$ cat src/hw/rtl/pcc_pkg.sv
// Shared types and constants of the 2D penalty contact block.
package pcc_pkg;

   localparam int FRACTION_BITS = 16;

   typedef enum logic [1:0] {
      OP_EVAL_FULL  = 2'd0,
      OP_EVAL_FORCE = 2'd1,
      OP_COMMIT     = 2'd2,
      OP_REVERT     = 2'd3
   } op_type;

   localparam logic [1:0] CS_NONE  = 2'd0;
   localparam logic [1:0] CS_STICK = 2'd1;
   localparam logic [1:0] CS_SLIDE = 2'd2;

   localparam logic [2:0] REG_NORMAL_X          = 3'd0;
   localparam logic [2:0] REG_NORMAL_Y          = 3'd1;
   localparam logic [2:0] REG_NORMAL_STIFFNESS  = 3'd2;
   localparam logic [2:0] REG_TANGENT_STIFFNESS = 3'd3;
   localparam logic [2:0] REG_FRICTION_RATIO    = 3'd4;
   localparam logic [2:0] REG_COORD_OFFSET_X    = 3'd5;
   localparam logic [2:0] REG_COORD_OFFSET_Y    = 3'd6;
   localparam logic [2:0] REG_ELEMENT_SCALE     = 3'd7;

   typedef struct packed {
      logic [1:0]         mode;
      logic signed [31:0] slave_disp_x;
      logic signed [31:0] slave_disp_y;
      logic signed [31:0] master_disp_x;
      logic signed [31:0] master_disp_y;
   } req_type;

   typedef struct packed {
      logic [1:0]         row;
      logic               last;
      logic [1:0]         contact_state;
      logic signed [63:0] force_res;
      logic signed [63:0] stiff_col0;
      logic signed [63:0] stiff_col1;
      logic signed [63:0] stiff_col2;
      logic signed [63:0] stiff_col3;
      logic signed [31:0] gap_value;
      logic [62:0]        contact_pressure;
   } rsp_type;

   typedef struct packed {
      logic signed [17:0] normal_x;
      logic signed [17:0] normal_y;
      logic [47:0]        normal_stiffness;
      logic [47:0]        tangent_stiffness;
      logic [19:0]        friction_ratio;
      logic signed [31:0] coord_offset_x;
      logic signed [31:0] coord_offset_y;
      logic [16:0]        element_scale;
   } cfg_type;

   typedef struct packed {
      op_type             op;
      logic signed [31:0] sx;
      logic signed [31:0] sy;
      logic signed [31:0] mx;
      logic signed [31:0] my;
      logic signed [33:0] dx;
      logic signed [33:0] dy;
   } qent_type;

endpackage

$ cat src/hw/rtl/pcc_front.sv
// Front end: accept requests, decode the mode and form the relative offsets.
module pcc_front (
   input  logic               req_valid,
   output logic               req_ready,
   input  pcc_pkg::req_type   req_data,
   input  pcc_pkg::cfg_type   cfg,
   input  logic               q_full,
   output logic               q_push,
   output pcc_pkg::qent_type  q_data
);

   assign req_ready = !q_full;
   assign q_push    = req_valid && !q_full;

   always_comb begin
      q_data.op = pcc_pkg::op_type'(req_data.mode);
      q_data.sx = req_data.slave_disp_x;
      q_data.sy = req_data.slave_disp_y;
      q_data.mx = req_data.master_disp_x;
      q_data.my = req_data.master_disp_y;
      q_data.dx = {{2{cfg.coord_offset_x[31]}}, cfg.coord_offset_x}
                + {{2{req_data.master_disp_x[31]}}, req_data.master_disp_x}
                - {{2{req_data.slave_disp_x[31]}}, req_data.slave_disp_x};
      q_data.dy = {{2{cfg.coord_offset_y[31]}}, cfg.coord_offset_y}
                + {{2{req_data.master_disp_y[31]}}, req_data.master_disp_y}
                - {{2{req_data.slave_disp_y[31]}}, req_data.slave_disp_y};
   end

endmodule

$ cat config.mk
export PLATFORM = sky130hd
export DESIGN_NAME = pcc_front
export DESIGN_NICKNAME = d
export VERILOG_FILES = /design/src/hw/rtl/pcc_pkg.sv /design/src/hw/rtl/pcc_front.sv
export SDC_FILE = /design/constraint.sdc
export NUM_CORES = 1
export LEC_CHECK = 0
export BUFFER_PORTS_ARGS = -buffer_cell sky130_fd_sc_hd__buf_2
export CORE_AREA = 2 2 220 222
export DETAILED_ROUTE_END_ITERATION = 10
export DIE_AREA = 0 0 222 224
export MAX_ROUTING_LAYER = met4
export PLACE_DENSITY = 0.41
export SLEW_MARGIN = 20
export SYNTH_ARGS = -nofsm -noshare
export SYNTH_HDL_FRONTEND = slang
export SYNTH_SLANG_ARGS = --single-unit
export TNS_END_PERCENT = 30
$ cat constraint.sdc
create_clock -name vclk -period 11.3
set_clock_uncertainty 0.05 [all_clocks]
set_input_delay 2.26 -clock vclk [all_inputs]
set_output_delay 2.26 -clock vclk [all_outputs]
set_load 0.1 [all_outputs]
==> results.ini <==
[layout]
fin_nets = 1690
regArea_um2 = 0
n_sequential_cell = 0
total_of_clock_buffers_placed_in_the_layout = 0
stdcell_count = 1810
fillCellCount = 5509
final_area_mm2 = 0.00845
syn2layout_area_growth_pct = 25.5
multi_input_area_mm2 = 0.00466
share_of_layout_cells_above_drive_strength_1 = 0.343

[worst_hold_path]
hold_path.startpoint = req_data[129]
min_delay_path_depth = 0
hold_path_end = q_data[197]
hold_class = input pin to primary output

[floorplanning]
floorplan.io_pins = 565
rows = 80
die_area_mm2 = 0.0497
floorplan.die.height_um = 224
die_x_um = 222
placeableCoreArea_mm2 = 0.0473
initial_utilization = 0.142

[worst_setup_path]
critical_path_stages = 14
critical-path-max-stage-delay_ps = 580
cp_max_fo = 5
cp.arrival_ps = 5950
path_class = input pin to primary output
timing.critical_path.buf_inv = 4
crit_path_top_delay_cell = sky130_fd_sc_hd__fa_1
family_with_the_most_delay_on_the_worst_path = compound AO/OA/AOI/OAI gates
category_of_the_worst_setup_path_capture_point = primary output
critical_path.cell_chain = buf_2 -> inv_1 -> fa_1 -> inv_1 -> ha_1 -> a211oi_1 -> o21ai_1 -> a21oi_1 -> o311ai_2 -> a21oi_1 -> o221a_2 -> o21bai_1 -> xor2_1 -> buf_2
critical_path_launch_point_type = input pin
worst-endpoint-required_ps = 8990

[logic_synthesis]
postSynthNetCount = 1437
synth_cell_types = 61
syn_area_mm2 = 0.00673
postSynthCellCount = 940
synth.yosys.seq_area_share = 0
yosysWarnings = 0
synthesis.area_per_instance_um2 = 7.16
yosys.area.top_type_share = 0.190
ys_top_cells_by_area = sky130_fd_sc_hd__fa_1 (19%), sky130_fd_sc_hd__inv_1 (16%), sky130_fd_sc_hd__buf_4 (14%)
synth.largest_area_cell = sky130_fd_sc_hd__fa_1

[power_and_ir_drop]
leakagePower_nw = 5.05
power.density_mw_per_mm2 = 216
vdd.ir_drop.worst_mv = 0.209

[sta]
setup_viol_count_final = 0
finalWorstPathRequiredPeriod_ps = 8260
setup-tns-final_ps = 0
slew_violations = 0
fin_ws_ps = 3040
max_transition_margin = 0.494
max_slew.worst_pin.slew_ps = 747
holdWs_ps = 4470
final_hold_viol_count = 0
clock.fmax_mhz = 121
grt_setup_unrepaired = no
timing.final.crit_share = 0.731

[job]
cap_viol_max_count = 0

[route]
drt_first_pass_iters = 4
vias_per_cell = 3.67
antenna_nets_post_route = 0
drt_wl_total_um = 23300
route.detailed.drc = 0
num_vias = 6638
drt_first_iter_violations = 229
route.detailed.wl_per_inst_um = 12.9

[run_status]
run_status = finished clean

[grt]
initial_antenna_violation_count = 6
gr-total-overflow = 0
grt_usage = 0.0900
via_count_of_the_first_global_routing_pass = 6491
grt_max_degree = 11
grt_pass1_wl_um = 34900

[clocking]
post_cts_resize_count = 0
post_cts_buffers = 0
cts.hold.buffers_added = 0

[place]
gpl.final_weighted_congestion = 0.888
post_dp_cell_area_mm2 = 0.00844
place_ws_ps = 3100
numPlacedInstances = 1806
numPortBuffers = 392
place_hpwl_um = 21800

[synthesized netlist by cell type (2+ instances only)]
| cell type | n |
|---|---|
| sky130_fd_sc_hd__a211o_1 | 2 |
| sky130_fd_sc_hd__xnor2_1 | 35 |
| sky130_fd_sc_hd__a31oi_1 | 8 |
| sky130_fd_sc_hd__and2_1 | 3 |
| sky130_fd_sc_hd__nand4_1 | 7 |
| sky130_fd_sc_hd__nand3_1 | 12 |
| sky130_fd_sc_hd__clkbuf_1 | 8 |
| sky130_fd_sc_hd__inv_1 | 279 |
| sky130_fd_sc_hd__nor3_1 | 2 |
| sky130_fd_sc_hd__o311ai_2 | 2 |
| sky130_fd_sc_hd__nor2_1 | 28 |
| sky130_fd_sc_hd__nor4_1 | 4 |
| sky130_fd_sc_hd__ha_1 | 68 |
| sky130_fd_sc_hd__o31ai_1 | 5 |
| sky130_fd_sc_hd__a21oi_1 | 71 |
| sky130_fd_sc_hd__o21ai_1 | 14 |
| sky130_fd_sc_hd__o21bai_1 | 15 |
| sky130_fd_sc_hd__o22ai_1 | 2 |
| sky130_fd_sc_hd__xor2_1 | 19 |
| sky130_fd_sc_hd__a311oi_1 | 2 |
| sky130_fd_sc_hd__and3_1 | 9 |
| sky130_fd_sc_hd__a21o_1 | 42 |
| sky130_fd_sc_hd__nor2b_1 | 8 |
| sky130_fd_sc_hd__o221a_2 | 2 |
| sky130_fd_sc_hd__buf_2 | 2 |
| sky130_fd_sc_hd__a211oi_2 | 4 |
| sky130_fd_sc_hd__o21a_1 | 4 |
| sky130_fd_sc_hd__fa_1 | 64 |
| sky130_fd_sc_hd__a41o_1 | 2 |
| sky130_fd_sc_hd__a211oi_1 | 4 |
| sky130_fd_sc_hd__a2111oi_0 | 2 |
| sky130_fd_sc_hd__nand2b_1 | 3 |
| sky130_fd_sc_hd__buf_4 | 130 |
| sky130_fd_sc_hd__o211ai_1 | 2 |
| sky130_fd_sc_hd__nand2_1 | 36 |
| sky130_fd_sc_hd__o21ai_0 | 15 |
[cell type report]
class | count | area share
multi-input combinational | 520 | 0.552
antenna | 4 | 0.00118
inverter | 279 | 0.124
timing repair buffer | 392 | 0.232
tap | 615 | 0.0911
[power by group]
| group | total (mW) | leakage, nW | internal [mW] | switching [mW] |
|---|---|---|---|---|
| logic | 1.83 | 5.05 | 0.350 | 1.48 |
| clock network | 0.0000000474 | 0.0000254 | 0.0000000474 | 0 |
| registers | 0 | 0 | 0 | 0 |
[worst max-delay path by stage]
stage	start	end	slack [ps]
after CTS	req_data[33]	q_data[63]	3050
final	req_data[33]	q_data[63]	3040
after global routing	req_data[33]	q_data[63]	2810
after floorplan	req_data[1]	q_data[9]	2820
after detailed placement	req_data[33]	q_data[63]	3100
after global placement	req_data[33]	q_data[63]	3080
[per-layer routing]
layer | vias to the layer above | GRT usage | part of all wire
li1 | 3330 | - | -
met1 | 3073 | 0.139 | 0.53
met2 | 231 | 0.131 | 0.41
met3 | 4 | 0.00853 | 0.057
met4 | 0 | 0.00305 | 0.0038
met5 | - | - | 0
[kinds of logic after synthesis]
group	after synthesis	synth area share
xor gates and xnor gates	54	0.0702
AOI/OAI and AO/OA	210	0.211
buffers and inverters	420	0.308
adders and majority gates	132	0.317
and+or+nand+nor	124	0.0938
[through the flow]
step | power (mW) | util
CTS | 1.84 | 0.178
floorplan | 1.54 | -
detailed placement | 1.83 | 0.178
global route | 1.92 | 0.178
global placement | 1.83 | 0.178
finish | 1.83 | 0.178
[layout by cell type (no fill, tap or decap), types with 2 or more instances in the layout]
master,Yosys,routed
sky130_fd_sc_hd__a2111oi_0,2,2
sky130_fd_sc_hd__a211o_1,2,2
sky130_fd_sc_hd__a211oi_1,4,4
sky130_fd_sc_hd__a211oi_2,4,4
sky130_fd_sc_hd__a21o_1,42,42
sky130_fd_sc_hd__a21oi_1,71,71
sky130_fd_sc_hd__a311oi_1,2,2
sky130_fd_sc_hd__a31oi_1,8,8
sky130_fd_sc_hd__a41o_1,2,2
sky130_fd_sc_hd__and2_1,3,3
sky130_fd_sc_hd__and3_1,9,9
sky130_fd_sc_hd__buf_2,2,392
sky130_fd_sc_hd__diode_2,0,4
sky130_fd_sc_hd__fa_1,64,64
sky130_fd_sc_hd__ha_1,68,68
sky130_fd_sc_hd__inv_1,279,279
sky130_fd_sc_hd__nand2_1,36,36
sky130_fd_sc_hd__nand2b_1,3,3
sky130_fd_sc_hd__nand3_1,12,12
sky130_fd_sc_hd__nand4_1,7,7
sky130_fd_sc_hd__nor2_1,28,28
sky130_fd_sc_hd__nor2b_1,8,8
sky130_fd_sc_hd__nor3_1,2,2
sky130_fd_sc_hd__nor4_1,4,4
sky130_fd_sc_hd__o211ai_1,2,2
sky130_fd_sc_hd__o21a_1,4,4
sky130_fd_sc_hd__o21ai_0,15,15
sky130_fd_sc_hd__o21ai_1,14,14
sky130_fd_sc_hd__o21bai_1,15,15
sky130_fd_sc_hd__o221a_2,2,2
sky130_fd_sc_hd__o22ai_1,2,2
sky130_fd_sc_hd__o311ai_2,2,2
sky130_fd_sc_hd__o31ai_1,5,5
sky130_fd_sc_hd__xnor2_1,35,35
sky130_fd_sc_hd__xor2_1,19,19
Power figures use the tool's default switching activity.
