### src/hw/rtl/pcc_fifo.sv
// Two-entry queue between the front end and the compute engine.
module pcc_fifo #(
   parameter int WIDTH = 8
) (
   input  logic             clock,
   input  logic             reset,
   input  logic             push,
   input  logic [WIDTH-1:0] push_data,
   input  logic             pop,
   output logic [WIDTH-1:0] pop_data,
   output logic             full,
   output logic             empty
);

   logic [WIDTH-1:0] mem_ff [2];
   logic             wr_ptr_ff;
   logic             rd_ptr_ff;
   logic [1:0]       count_ff;

   assign full     = (count_ff == 2'd2);
   assign empty    = (count_ff == 2'd0);
   assign pop_data = mem_ff[rd_ptr_ff];

   always_ff @(posedge clock) begin
      if (reset) begin
         wr_ptr_ff <= 1'b0;
         rd_ptr_ff <= 1'b0;
         count_ff  <= 2'd0;
      end else begin
         if (push) begin
            mem_ff[wr_ptr_ff] <= push_data;
            wr_ptr_ff         <= !wr_ptr_ff;
         end
         if (pop) begin
            rd_ptr_ff <= !rd_ptr_ff;
         end
         if (push && !pop) begin
            count_ff <= count_ff + 2'd1;
         end else if (pop && !push) begin
            count_ff <= count_ff - 2'd1;
         end
      end
   end

endmodule

### config.mk
export PLATFORM = sky130hd
export DESIGN_NAME = pcc_fifo
export DESIGN_NICKNAME = d
export VERILOG_FILES = /design/src/hw/rtl/pcc_fifo.sv
export SDC_FILE = /design/constraint.sdc
export NUM_CORES = 1
export LEC_CHECK = 0
export BUFFER_PORTS_ARGS = -buffer_cell sky130_fd_sc_hd__buf_4
export CAP_MARGIN = 20
export CORE_UTILIZATION = 30
export DETAILED_ROUTE_END_ITERATION = 8
export GPL_TIMING_DRIVEN = 0
export HOLD_SLACK_MARGIN = 0.1
export SLEW_MARGIN = 5
export SYNTH_ARGS = -nofsm -noshare
export SYNTH_HDL_FRONTEND = slang
export SYNTH_SLANG_ARGS = --single-unit
### constraint.sdc
create_clock -name clock -period 2.7 [get_ports clock]
set_input_delay 0 -clock clock [delete_from_list [all_inputs] [get_ports clock]]
set_output_delay 0 -clock clock [all_outputs]
set_load 0.01 [all_outputs]
==> results.md, run 1 <==
* Outcome: finished, final reports clean
* Ports at 22
* Critical Path AT at 1640 ps
* Clk root buf: clkbuf_4
* Initial core utilization at 31.8%
* TritonCTS clock tree: yes
* Vias per cell at 4.22
* RSZ-0062 raised after global routing: false
* Mapped Cells at 47
* Synth area leaders: edfxtp_1, dfxtp_1, mux2_2
* DIE HEIGHT at 53.2 um
* Syn nets at 60
* Post-synth EDFFs at 16
* Nets at 98
* Die area at 2830 um2
* Syn avg cell area at 16.7 um2
* PortBufs at 21
* Sequential cell fraction of total power at 59.2%
* DRC Markers at 0
* Most common cell in the netlist: edfxtp_1
* Yosys warns at 0
* Peak supply drop at 0.000304 V
* Hpwl dp at 867 um
* Leading area contributor after synthesis: edfxtp_1
* Post-placement cell area at 987 um2
* Synth cell types at 15
* Final setup violating endpoints at 0
* Worst-path clk slew at 120 ps
* Met2 GRT Util at 17.7%
* Ys flop type: edfxtp_1
* Cell Pwr Density at 563 nW/um2
* Clock Latency Late Sink at 300 ps
* FILL cells at 245
* Fin util at 45.4%
* WS Path Type: input port to flip-flop
* Antenna-violating nets left at 0
* H-tree depth at 1
* Worst setup EP type: flip-flop
* TNS Setup at 0 ps
* GRT Overall Usage at 10.5%
* Clock share of power at 23.5%
* Rows at 18
* Sequence of cells on the critical path: dlygate4sd3_1 > buf_4 > nor3b_1 > buf_2
* Num CTS Buffers at 3
* Ys async rst share at 0%
* Hold Buf Count CTS at 11
* CP max stage cell: nor3b_1
* Hold Vio Cnt, Final at 0
* Placer Congestion at 0.620
* First-pass GRT wire length at 1970 um
* Chip Width at 53.2 um
* Top post-synthesis cells by count: edfxtp_1, mux2_2, dfxtp_1, nor2_1
* Fin crit period at 1610 ps
* Layout cells sized above 1 at 42.9%
* Synth top area share at 61.0%
* Internal power at 488 uW
* Pin count of the biggest net entering global routing at 13
* Switching pwr at 146 uW
* Leakage at 0.449 nW
* Synth Register Bits at 21
* Drt initial violations at 2
* Req. time, crit path at 2720 ps
* Clock skew at 1.93 ps
* Routed length per placed instance at 11.2 um
* Grt met3 use at 2.59%
* Pre-antenna DRT Iters at 4
* Layout area overhead at 42.9%
* Post-route cell area at 1120 um2
* GRT busiest layer: met2
* Mapped cell area at 787 um2
* Initial antenna violation count at 0
* Max clock buf depth at 2
* Worst hold path type: input port to flip-flop
* Sw frac at 23.0%
* Sink Count at 21
* Grt ovf at 0
* Peak Freq at 621 MHz
* Post-route clock period utilization at 59.7%
* Fraction of the yosys area taken by sequential cells at 73.8%
* Post-CTS setup buffer count at 0
* Type of origin of the critical path: input port
* Worst-margin pin slew at 788 ps
* PostCTS Resize Cnt at 0
* Register area at 581 um2
* GR Util met1 at 11.6%
* Vias at 481
* Max FO, Critical Path at 7
* Vias in the first global route at 480
* DRT Wirelength at 1280 um
* Max-slew headroom at 47.4%
* Max incr delay on CP at 640 ps
* Logic pwr share at 17.3%
* Max-slew violation count at 0
* Tot Pwr at 634 uW
* Max-cap violations at 0
* CORE AREA at 2480 um2
* Multi-input logic area at 198 um2
* Diodes inserted at 0
* Hold_ws at 418 ps
-- final cells by class --
class | count | area share [%]
Buffer | 1 | 0.445
Clock buffer | 3 | 2.00
Clock inverter | 1 | 0.445
Inverter | 1 | 0.334
Multi-Input combinational cell | 24 | 17.6
Sequential cell | 21 | 51.6
Tap cell | 30 | 3.34
Timing Repair Buffer | 33 | 24.2
-- path summary, 6_finish.rpt --
kind | cells after the start | start | slack [ps] | end
hold / removal | 2 | push_data[3] | 420 | mem_ff[0][3]
setup / recovery | 4 | reset | 1090 | mem_ff[0][1]
setup reg to reg | 2 | wr_ptr_ff | 1130 | mem_ff[0][1]
hold reg to reg | 2 | count_ff[1] | 510 | count_ff[1]
-- per-layer routing --
metal / up-vias / share of wire (%)
met5: - / 0
met4: 0 / 0
met3: 0 / 6.1
met2: 16 / 49
met1: 221 / 45
li1: 244 / -
-- power by group through the flow --
stage | combinational, mW | clock, mW | sequential (mW)
detailed placement | 0.0988 | 0 | 0.383
global route | 0.121 | 0.165 | 0.377
CTS | 0.112 | 0.156 | 0.375
floorplan | 0.0516 | 0 | 0.381
global placement | 0.0961 | 0 | 0.382
finish | 0.110 | 0.149 | 0.375
-- through the flow --
step,setup slack (ps),cells
floorplan,1310,47
global placement,943,98
detailed placement,1120,99
CTS,1080,114
global route,1020,114
finish,1090,114
-- flip-flops by register name, summed over array words and instances, names as in the netlist, named ones only --
signal and flops:
mem_ff 16, rd_ptr_ff 1, count_ff 2, wr_ptr_ff 1
-- kinds of logic (layout without fill, tap and decap cells) --
family	after synthesis	after routing	synth area share [%]
flops	21	21	73.8
simple gates	9	9	6.36
mux	8	8	11.4
xor+xnor	4	4	4.45
compound gates	2	2	1.27
buf+inv	2	39	1.11
fa+ha+maj	1	1	1.59
-- cell usage in the layout, fill, tap and decap left out, drive strengths merged --
| cell | instances |
|---|---|
| or3 | 1 |
| buf | 23 |
| xnor2 | 2 |
| nor3b | 1 |
| a21oi | 1 |
| clkbuf | 3 |
| and3b | 1 |
| ha | 1 |
| mux2 | 8 |
| dfxtp | 5 |
| and2b | 1 |
| nor2 | 5 |
| clkinv | 1 |
| xor2 | 2 |
| o21ai | 1 |
| edfxtp | 16 |
| inv | 1 |
| dlygate4sd3 | 11 |
-- worst max-delay path, delay by kind of cell --
| family | cells | cell delay [ps] |
|---|---|---|
| and+or+nand+nor | 1 | 640 |
| buffers and inverters | 3 | 980 |
No activity file was read; power rests on OpenSTA's default activity.
==> run 2: changes to the inputs <==
==> constraint.sdc (replaced) <==
create_clock -name clock -period 1.3 [get_ports clock]
set_input_delay 0 -clock clock [delete_from_list [all_inputs] [get_ports clock]]
set_output_delay 0 -clock clock [all_outputs]
set_load 0.01 [all_outputs]
==> run 2 against run 1 <==
Net effect: via count up 2.9%; utilization is 1.1 points higher; clock-buffer cell count did not move; highest routed layer is now met4; clock skew fell by 1.1 ps; largest power group unchanged; critical endpoint is now pop_data[6]; hold slack better by 3.8 ps.
==> results.md, run 2 (synthesis results as in run 1) <==
* Worst-path clk slew at 110 ps (about the same)
* Max-slew headroom at 69.9% (+23 points)
* Register area at 582 um2 (+0.22%)
* Vias in the first global route at 485 (+1.0%)
* Grt ovf at 0 (unchanged)
* Die area at 2830 um2 (unchanged)
* Routed length per placed instance at 11.2 um (-0.30%)
* Most common cell after layout, fill and taps aside: buf_4
* FILL cells at 237 (-3.3%)
* H-tree depth at 1 (unchanged)
* Max-cap violations at 0 (unchanged)
* GRT busiest layer: met2
* Placer Congestion at 0.619 (-0.27%)
* Worst slack at placement at -1.87 ps (-1120 ps)
* Post-route cell area at 1150 um2 (+2.3%)
* GR Util met1 at 11.4% (-0.16 points)
* Max reg flops at 16 (unchanged)
* RSZ-0062 raised after global routing: true
* Worst hold path type: input port to flip-flop
* Clock skew at 0.796 ps (-1.14 ps)
* Drt initial violations at 3 (+1)
* Chip Width at 53.2 um (unchanged)
* Hpwl dp at 822 um (-5.2%)
* DRT Wirelength at 1260 um (-1.2%)
* Ports at 22 (unchanged)
* Largest registers: mem_ff x16, count_ff x2
* Vias per cell at 4.38 (+3.8%)
* Fin worst setup slack at 44.0 ps (-1050 ps)
* Pre-antenna DRT Iters at 4 (unchanged)
* Met2 GRT Util at 18.1% (+0.42 points)
* Post-route clock period utilization at 96.6%
* GRT Overall Usage at 10.9% (+0.43 points)
* TritonCTS clock tree: yes
* Most flop-heavy register: mem_ff
* Vias at 495 (+2.9%)
* Layout area overhead at 46.3%
* Num CTS Buffers at 3 (unchanged)
* Worst-margin pin slew at 451 ps (-336 ps)
* Critical Path AT at 1260 ps (-380 ps)
* Type of origin of the critical path: flip-flop
* Hold Vio Cnt, Final at 0 (unchanged)
* Outcome: finished, final reports clean
* Initial antenna violation count at 0 (unchanged)
* Fin crit period at 1260 ps
* Clk root buf: clkbuf_4
* Most frequent cells in the layout: buf_4, edfxtp_1, dlygate4sd3_1
* Placed Cells at 98 (-1.0%)
* Rows at 18 (unchanged)
* Cell Pwr Density at 1150 nW/um2 (+100%)
* Multi-input logic area at 221 um2 (+12%)
* Max-slew violation count at 0 (unchanged)
* Worst setup EP type: output pin
* Leakage at 0.450 nW (+0.12%)
* Req. time, crit path at 1300 ps (-1420 ps)
* Grt met3 use at 2.59% (unchanged)
* Sink Count at 21 (unchanged)
* DIE HEIGHT at 53.2 um (unchanged)
* Initial core utilization at 31.8% (unchanged)
* DRC Markers at 0 (unchanged)
* Diodes inserted at 0 (unchanged)
* Antenna-violating nets left at 0 (unchanged)
* Peak Freq at 796 MHz
* Layout cells sized above 1 at 45.8% (+2.9 points)
* Fin cells at 113 (-0.88%)
* Post-placement cell area at 987 um2 (unchanged)
* WS Path Type: flip-flop to output pin
* Final setup violating endpoints at 0 (unchanged)
* CORE AREA at 2480 um2 (unchanged)
* Max clock buf depth at 2 (unchanged)
* First-pass GRT wire length at 2040 um (+3.1%)
* TNS Setup at 0 ps (unchanged)
* Max FO, Critical Path at 8 (+1)
* PortBufs at 21 (unchanged)
* Pin count of the biggest net entering global routing at 13 (unchanged)
* Clock Latency Late Sink at 300 ps (about the same)
* Peak supply drop at 0.000610 V (+100%)
* Nets at 97 (-1.0%)
[run 2: cell count changes in the layout (fill, tap and decap cells not counted)]
cell	delta
dfxtp_1	-1
buf_2	-2
ha_4	+1
nor3b_4	+1
dfxtp_2	+1
nor3b_1	-1
ha_1	-1
buf_6	+1
[run 2: metal layers]
metal | share of wire (%) | vias to the layer above
met5 | 0 | -
met4 | 2.3 | 0
met1 | 41 | 233
met2 | 51 | 16
met3 | 5.5 | 4
li1 | - | 242
[run 2: metrics by stage]
step	util (%)	power [mW]	hold slack, ps
after floorplan	-	0.899	69.1
after global placement	39.8	0.993	187
after detailed placement	39.8	0.998	189
after CTS	45.9	1.34	406
after global routing	46.5	1.40	410
final	46.5	1.32	422
[run 2: final timing paths]
path | start | slack (ps) | to | cells after the start
max | flip-flop | 40 | pop_data[6] | 3
min | push_data[7] | 420 | mem_ff[0][7] | 2
max reg2reg | wr_ptr_ff | 120 | mem_ff[1][5] | 1
min reg2reg | count_ff[1] | 520 | count_ff[1] | 2
[run 2: worst max-delay path, cell delays in order (launching register included)]
cell and delay [ps]:
dfxtp_2 340, buf_6 130, mux2_2 340, buf_4 140
[run 2: area by class of cell]
| cell class | instances | area share (%) |
|---|---|---|
| inverter | 1 | 0.326 |
| timing repair buffer | 32 | 23.3 |
| clock buffer | 3 | 1.96 |
| tap | 30 | 3.26 |
| multi-input combinational | 24 | 19.2 |
| clock inverter | 1 | 0.435 |
| buffer | 1 | 0.978 |
| sequential | 21 | 50.5 |
[run 2: power breakdown]
part           total [mW]  internal [mW]  leakage (nW)  switching (mW)
clock               0.303          0.115        0.0177           0.188
combinational       0.236          0.145         0.243          0.0916
sequential          0.784          0.762         0.189          0.0215
total                1.32           1.02         0.450           0.301
[run 2: repair_timing]
action | in CTS | in global routing
setup buffers | 0 | 0
endpoints found under the setup margin | 16 | 9
resized for setup | 3 | 2
hold buffers | 11 | 0
endpoints found under the hold margin | 29 | 0
